**src/rtl/core/sslc_pkg.sv**
```systemverilog
// shared constants and types for the lower-casing shell sort block
// no dependencies

package sslc_pkg;

  localparam int unsigned MaxLenDefault = 64;
  localparam int unsigned QueueDepth = 2;
  localparam int unsigned ByteW = 8;

  // entry passed from the front end to the sort engine
  typedef struct packed {
    logic [ByteW-1:0] data;
    logic             last;
  } sslc_item_t;

  // fold A-Z to a-z
  function automatic logic [ByteW-1:0] fold_lower(input logic [ByteW-1:0] b);
    logic [ByteW-1:0] r;
    r = b;
    if (b >= 8'h41 && b <= 8'h5a) begin
      r = b + 8'h20;
    end
    return r;
  endfunction

  // signed byte order as an unsigned key
  function automatic logic [ByteW-1:0] order_key(input logic [ByteW-1:0] b);
    return b ^ 8'h80;
  endfunction

endpackage

```
**src/rtl/core/sslc_front.sv**
```systemverilog
// front end: takes input transactions, folds case, queues them for the sort engine
// depends on sslc_pkg

module sslc_front
  import sslc_pkg::*;
#(
  parameter int unsigned QDepth = QueueDepth
) (
  input  logic       clk_i,
  input  logic       rst_ni,
  input  logic       s_tvalid_i,
  output logic       s_tready_o,
  input  logic [7:0] s_tdata_i,
  input  logic       s_tlast_i,
  output logic       q_valid_o,
  input  logic       q_ready_i,
  output sslc_item_t q_item_o
);

  localparam int unsigned PtrW = (QDepth > 1) ? $clog2(QDepth) : 1;

  sslc_item_t          mem_q [QDepth];
  logic [PtrW-1:0]     wr_q, wr_d, rd_q, rd_d;
  logic [PtrW:0]       cnt_q, cnt_d;
  logic                push, pop;

  assign s_tready_o = (cnt_q != (PtrW+1)'(QDepth));
  assign q_valid_o  = (cnt_q != '0);
  assign q_item_o   = mem_q[rd_q];
  assign push       = s_tvalid_i && s_tready_o;
  assign pop        = q_valid_o && q_ready_i;

  always_comb begin
    wr_d  = wr_q;
    rd_d  = rd_q;
    cnt_d = cnt_q;
    if (push) begin
      wr_d = (wr_q == PtrW'(QDepth-1)) ? '0 : wr_q + 1'b1;
    end
    if (pop) begin
      rd_d = (rd_q == PtrW'(QDepth-1)) ? '0 : rd_q + 1'b1;
    end
    if (push && !pop) begin
      cnt_d = cnt_q + 1'b1;
    end else if (pop && !push) begin
      cnt_d = cnt_q - 1'b1;
    end
  end

  always_ff @(posedge clk_i or negedge rst_ni) begin
    if (!rst_ni) begin
      wr_q  <= '0;
      rd_q  <= '0;
      cnt_q <= '0;
    end else begin
      wr_q  <= wr_d;
      rd_q  <= rd_d;
      cnt_q <= cnt_d;
    end
  end

  always_ff @(posedge clk_i) begin
    if (push) begin
      mem_q[wr_q] <= '{data: fold_lower(s_tdata_i), last: s_tlast_i};
    end
  end

endmodule

```
**src/rtl/core/sslc_engine.sv**
```systemverilog
// back end: stores the string, shell-sorts it in memory, then streams it out
// depends on sslc_pkg

module sslc_engine
  import sslc_pkg::*;
#(
  parameter int unsigned MaxLen = MaxLenDefault
) (
  input  logic       clk_i,
  input  logic       rst_ni,
  input  logic       q_valid_i,
  output logic       q_ready_o,
  input  sslc_item_t q_item_i,
  output logic       m_tvalid_o,
  input  logic       m_tready_i,
  output logic [7:0] m_tdata_o,
  output logic       m_tlast_o,
  output logic       m_tuser_o
);

  localparam int unsigned AW = (MaxLen > 1) ? $clog2(MaxLen) : 1;
  localparam int unsigned CW = $clog2(MaxLen + 1);

  typedef enum logic [3:0] {
    ST_LOAD, ST_GAP, ST_IRD, ST_IWAIT, ST_CRD, ST_CWAIT, ST_CMP, ST_PLACE,
    ST_ORD, ST_OWAIT, ST_OUT
  } state_e;

  state_e          state_q;
  logic [7:0]      mem_q [MaxLen];
  logic [7:0]      rdata_q;
  logic [AW-1:0]   raddr;
  logic            rd_en;
  logic            wr_en;
  logic [AW-1:0]   waddr;
  logic [7:0]      wdata;
  logic [CW-1:0]   cnt_q, gap_q, i_q, j_q, k_q;
  logic [7:0]      held_q;
  logic            ovf_q;
  logic            out_v_q, out_last_q;
  logic [7:0]      out_d_q;

  assign q_ready_o  = (state_q == ST_LOAD);
  assign m_tvalid_o = out_v_q;
  assign m_tdata_o  = out_d_q;
  assign m_tlast_o  = out_last_q;
  assign m_tuser_o  = ovf_q;

  always_comb begin
    rd_en = 1'b0;
    raddr = '0;
    wr_en = 1'b0;
    waddr = '0;
    wdata = '0;
    unique case (state_q)
      ST_LOAD: begin
        wr_en = q_valid_i && (cnt_q != CW'(MaxLen));
        waddr = cnt_q[AW-1:0];
        wdata = q_item_i.data;
      end
      ST_IRD: begin
        rd_en = 1'b1;
        raddr = i_q[AW-1:0];
      end
      ST_CRD: begin
        rd_en = 1'b1;
        raddr = AW'(j_q - gap_q);
      end
      ST_CMP: begin
        // shift the larger element up by one gap
        wr_en = (order_key(rdata_q) > order_key(held_q));
        waddr = j_q[AW-1:0];
        wdata = rdata_q;
      end
      ST_PLACE: begin
        wr_en = 1'b1;
        waddr = j_q[AW-1:0];
        wdata = held_q;
      end
      ST_ORD: begin
        rd_en = 1'b1;
        raddr = k_q[AW-1:0];
      end
      default: ;
    endcase
  end

  always_ff @(posedge clk_i) begin
    if (wr_en) begin
      mem_q[waddr] <= wdata;
    end
    if (rd_en) begin
      rdata_q <= mem_q[raddr];
    end
  end

  always_ff @(posedge clk_i or negedge rst_ni) begin
    if (!rst_ni) begin
      state_q    <= ST_LOAD;
      cnt_q      <= '0;
      gap_q      <= '0;
      i_q        <= '0;
      j_q        <= '0;
      k_q        <= '0;
      held_q     <= '0;
      ovf_q      <= 1'b0;
      out_v_q    <= 1'b0;
      out_last_q <= 1'b0;
      out_d_q    <= '0;
    end else begin
      unique case (state_q)
        ST_LOAD: begin
          if (q_valid_i) begin
            if (cnt_q != CW'(MaxLen)) begin
              cnt_q <= cnt_q + 1'b1;
            end else begin
              ovf_q <= 1'b1;
            end
            if (q_item_i.last) begin
              if (cnt_q != CW'(MaxLen)) begin
                gap_q <= CW'((cnt_q + 1'b1) >> 1);
              end else begin
                gap_q <= CW'(cnt_q >> 1);
              end
              state_q <= ST_GAP;
            end
          end
        end
        ST_GAP: begin
          if (gap_q == '0) begin
            k_q     <= '0;
            state_q <= ST_ORD;
          end else begin
            i_q     <= gap_q;
            state_q <= ST_IRD;
          end
        end
        ST_IRD: begin
          if (i_q >= cnt_q) begin
            gap_q   <= gap_q >> 1;
            state_q <= ST_GAP;
          end else begin
            j_q     <= i_q;
            state_q <= ST_IWAIT;
          end
        end
        ST_IWAIT: begin
          held_q  <= rdata_q;
          state_q <= ST_CRD;
        end
        ST_CRD: begin
          if (j_q < gap_q) begin
            state_q <= ST_PLACE;
          end else begin
            state_q <= ST_CWAIT;
          end
        end
        ST_CWAIT: state_q <= ST_CMP;
        ST_CMP: begin
          if (order_key(rdata_q) > order_key(held_q)) begin
            j_q     <= j_q - gap_q;
            state_q <= ST_CRD;
          end else begin
            state_q <= ST_PLACE;
          end
        end
        ST_PLACE: begin
          i_q     <= i_q + 1'b1;
          state_q <= ST_IRD;
        end
        ST_ORD: state_q <= ST_OWAIT;
        ST_OWAIT: begin
          out_v_q    <= 1'b1;
          out_d_q    <= rdata_q;
          out_last_q <= (k_q + 1'b1 == cnt_q);
          state_q    <= ST_OUT;
        end
        ST_OUT: begin
          if (m_tready_i) begin
            out_v_q <= 1'b0;
            if (out_last_q) begin
              cnt_q   <= '0;
              ovf_q   <= 1'b0;
              state_q <= ST_LOAD;
            end else begin
              k_q     <= k_q + 1'b1;
              state_q <= ST_ORD;
            end
          end
        end
        default: state_q <= ST_LOAD;
      endcase
    end
  end

endmodule

```
**src/rtl/core/shell_sort_lowercase_chars_top.sv**
```systemverilog
// after the final byte the store is sorted in place: each insertion step reads its element,
// then compares and shifts one gap down until it places it; about n*(log2(n)-1) steps in all
// then each byte is read out only after the sink took the one before (one read port on the store)
// loading takes one cycle per byte while the engine loads, through a two-entry queue
// reset is asynchronous, active low; count and truncation flag clear, the store does not
// depends on sslc_pkg, sslc_front, sslc_engine

module shell_sort_lowercase_chars_top
  import sslc_pkg::*;
#(
  parameter int unsigned MaxLen = MaxLenDefault,
  parameter int unsigned QDepth = QueueDepth
) (
  input  logic       clk_i,
  input  logic       rst_ni,
  input  logic       s_tvalid_i,
  output logic       s_tready_o,
  input  logic [7:0] s_tdata_i,   // byte_in
  input  logic       s_tlast_i,
  output logic       m_tvalid_o,
  input  logic       m_tready_i,
  output logic [7:0] m_tdata_o,   // byte_out
  output logic       m_tlast_o,
  output logic       m_tuser_o    // truncated
);

  logic       q_valid, q_ready;
  sslc_item_t q_item;

  sslc_front #(.QDepth(QDepth)) u_front (
    .clk_i, .rst_ni, .s_tvalid_i, .s_tready_o, .s_tdata_i, .s_tlast_i,
    .q_valid_o(q_valid), .q_ready_i(q_ready), .q_item_o(q_item)
  );

  sslc_engine #(.MaxLen(MaxLen)) u_engine (
    .clk_i, .rst_ni,
    .q_valid_i(q_valid), .q_ready_o(q_ready), .q_item_i(q_item),
    .m_tvalid_o, .m_tready_i, .m_tdata_o, .m_tlast_o, .m_tuser_o
  );

endmodule

```
**config.mk**
```make
export PLATFORM = sky130hd
export DESIGN_NAME = shell_sort_lowercase_chars_top
export DESIGN_NICKNAME = d
export VERILOG_FILES = /design/src/rtl/core/sslc_pkg.sv /design/src/rtl/core/sslc_front.sv /design/src/rtl/core/sslc_engine.sv /design/src/rtl/core/shell_sort_lowercase_chars_top.sv
export SDC_FILE = /design/constraint.sdc
export NUM_CORES = 1
export LEC_CHECK = 0
export ABC_AREA = 1
export BUFFER_PORTS_ARGS = -buffer_cell sky130_fd_sc_hd__buf_4
export CORE_MARGIN = 1.5
export CORE_UTILIZATION = 50
export DETAILED_ROUTE_END_ITERATION = 12
export MAX_ROUTING_LAYER = met4
export PLACE_DENSITY = 0.68
export SYNTH_ARGS = -nofsm -noshare
export SYNTH_HDL_FRONTEND = slang
export SYNTH_SLANG_ARGS = --single-unit
```
**constraint.sdc**
```tcl
create_clock -name clk_i -period 8.2 [get_ports clk_i]
set_input_delay 0.82 -clock clk_i [delete_from_list [all_inputs] [get_ports clk_i]]
set_output_delay 0.82 -clock clk_i [all_outputs]
set_load 0.005 [all_outputs]
```
==> results.json <==
{
  "hold_viol_final": 0,
  "cp.required_ns": 8.59,
  "hold_path.class": "input port to async pin",
  "path_max_fanout": 170,
  "grt_first_pass_wirelength_um": 114000,
  "crit_path_cell_trace": "nor2_1, nand3_4, nand3_4, buf_12, o21ai_0, nand2_1, nand3_1, nand3_1, nand3_1, nand3_1, nand2_1",
  "cts_made_buffers": 61,
  "drc": 0,
  "post_cts_resized": 0,
  "ys_warn_count": 0,
  "initialDrtViolationCount": 2132,
  "antenna_found_initial": 0,
  "postSynthCellCount": 2773,
  "utilization_pct": 55.7,
  "slowest_delay_ns": 0.98,
  "setup_viol": 0,
  "async_flop_share_pct": 10.2,
  "layout_commonest_cell": "edfxtp_1",
  "clockBufferDepth": 3,
  "clkSinkCount": 599,
  "insertedDiodeCount": 0,
  "area_growth_syn_to_layout_pct": 10.4,
  "post_cts_buffers": 0,
  "fmax_ghz": 0.211,
  "dr.pass1.iters": 7,
  "die_w_um": 239,
  "endpoint_kind": "flop",
  "wire_per_inst_um": 21.3,
  "final_cell_mix": "edfxtp_1, inv_1, nand2_1",
  "crit_type": "flop to flop",
  "core.rowCount": 86,
  "holdWs_ns": 0.281,
  "grt_pass1_vias": 19400,
  "synth_top_cell_by_area": "edfxtp_1",
  "p_per_area_nw_per_um2": 364,
  "cp.arrival_ns": 5.13,
  "ir_worst_vdd_mv": 0.220,
  "die_y_um": 239,
  "ys_seq_area_share_pct": 63.5,
  "core_area_um2": 55100,
  "portBuffers": 24,
  "power_leakage_uw": 0.0124,
  "placed_area_um2": 28600,
  "finClkSkew_ns": 0.0242,
  "avgSynthCellArea_um2": 10.0,
  "seqCellArea_um2": 17700,
  "path_common_cell": "nand3_1",
  "yosys.cell_types.count": 36,
  "fin_crit_ns": 4.74,
  "clkTransAtPathRegs_ns": 0.06,
  "synth.net_count": 2814,
  "cts_root_buffer": "clkbuf_16",
  "crit_start": "u_engine.state_q[1]$_DFFE_PN0P_",
  "synth-edff-count": 538,
  "synth_top_area_share_pct": 58.1,
  "worst_pin_slew_ns": 1.03,
  "multiInputGateArea_um2": 7640,
  "synth.area.top_cells": "edfxtp_1, nand3_1, inv_1",
  "cts_tree": "done",
  "max_slew_margin_pct": 31.6,
  "slew_violations": 0,
  "fin_crit_sh_pct": 57.8,
  "via_count": 20300,
  "via_per_inst": 5.76,
  "fin_nets": 2772,
  "syn_area_um2": 27800,
  "rr_startpoint": "u_engine.state_q[1]$_DFFE_PN0P_",
  "clk_latency_ns": 0.65,
  "ys.flop_type": "edfxtp_1",
  "grt_max_degree": 171,
  "finalInstanceArea_um2": 30700,
  "drt_wl_total_um": 75100,
  "grt.total_usage_pct": 27.2,
  "max_cap_violations": 0,
  "rsz0062_at_grt": "false",
  "fillers": 4796,
  "grt_overflow": 0,
  "crit_path_top_delay_cell": "nand3_4",
  "setup_tns_ns": 0,
  "io_pins": 25,
  "hpwl_um": 44100,
  "power_uw": 11200,
  "drive_above_1_share_pct": 6.18,
  "ys_ff_latch": 599,
  "routabilityCongestion": 0.937,
  "die_area_um2": 57100,
  "critPathLaunchType": "flop",
  "htreeDepth": 2,
  "cts_hold_buf": 0,
  "start_util_pct": 50.5,
  "ant_nets": 0,
  "status": "completed"
}
[cells by family after synthesis]
group	Yosys count	synth area share, %
flip-flops	599	63.5
AO/OA/AOI/OAI	206	4.21
buffers and inverters	684	9.73
AND/OR/NAND/NOR	1233	20.5
adder cells (fa/ha/maj)	28	1.29
XOR/XNOR	23	0.724
[path summary, 6_finish.rpt]
check | slack [ns] | end | depth (start not counted)
max in group asynchronous | 7.39 | u_engine.j_q[3]$_DFFE_PN0P_ | 1
worst min register to register | 0.48 | u_engine.held_q[4]$_DFFE_PN0P_ | 2
worst min-delay path | 0.28 | u_engine.gap_q[4]$_DFFE_PN0P_ | 1
min in group clk_i | 0.38 | u_front.mem_q[1][0]$_DFFE_PP_ | 1
worst max register to register | 3.46 | u_engine.rdata_q[7]$_DFFE_PP_ | 11
worst max-delay path | 3.46 | u_engine.rdata_q[7]$_DFFE_PP_ | 11
[where the power goes]
part	leakage [µW]	switching, µW	internal [µW]	total, µW
clock	0.00100	1190	1710	2900
combinational	0.00568	3000	1020	4020
sequential	0.00573	201	4060	4260
total	0.0124	4390	6790	11200
[state kept, by name, summed over array words and instances, names as in the netlist]
name / count
u_engine.gap_q: 6
u_engine.i_q: 7
u_engine.cnt_q: 7
u_engine.j_q: 7
u_engine.m_tlast_o: 1
u_engine.k_q: 7
u_engine.held_q: 8
u_front.cnt_q: 2
u_engine.m_tdata_o: 8
u_front.wr_q: 1
u_engine.mem_q: 512
u_engine.m_tuser_o: 1
u_front.rd_q: 1
u_engine.m_tvalid_o: 1
u_engine.state_q: 4
u_front.mem_q: 18
u_engine.rdata_q: 8
[layer usage]
| metal | GRT usage (%) | routed length, µm |
|---|---|---|
| met4 | 11.7 | 3270 |
| met2 | 41.6 | 34700 |
| met1 | 35.6 | 30300 |
| met3 | 5.18 | 6780 |
| met5 | - | 0 |
[cell usage after synthesis (23+ instances only)]
master    count
edfxtp_1    538
inv_1       524
nand2_1     468
nand3_1     441
nand4_1     182
o21ai_0     126
nor2_1      117
clkbuf_1     71
buf_2        66
dfrtp_1      61
ha_1         27
o22ai_1      24
o211ai_1     23
[per-stage QoR]
step | instances | setup slack [ns]
2_1_floorplan | 2773 | 3.92
3_3_place_gp | 3416 | 3.79
3_5_place_dp | 3416 | 3.66
4_1_cts | 3529 | 3.66
5_1_grt | 3529 | 3.33
6_report | 3529 | 3.46
[layout make-up]
| type | count | area share (%) |
|---|---|---|
| inverters | 531 | 6.49 |
| multi-input cells | 1490 | 24.9 |
| clock inverters | 43 | 1.72 |
| clock buffers | 70 | 5.08 |
| repair buffers | 48 | 1.21 |
| flip-flops and latches | 599 | 57.6 |
| well taps | 748 | 3.05 |
[critical path: cells and delay by family (launching register included)]
family,cells,cell delay [ns]
AOI/OAI and AO/OA,1,0.22
buffers and inverters,1,0.53
and+or+nand+nor,9,3.06
DFF,1,0.46
Power figures use the tool's default switching activity.
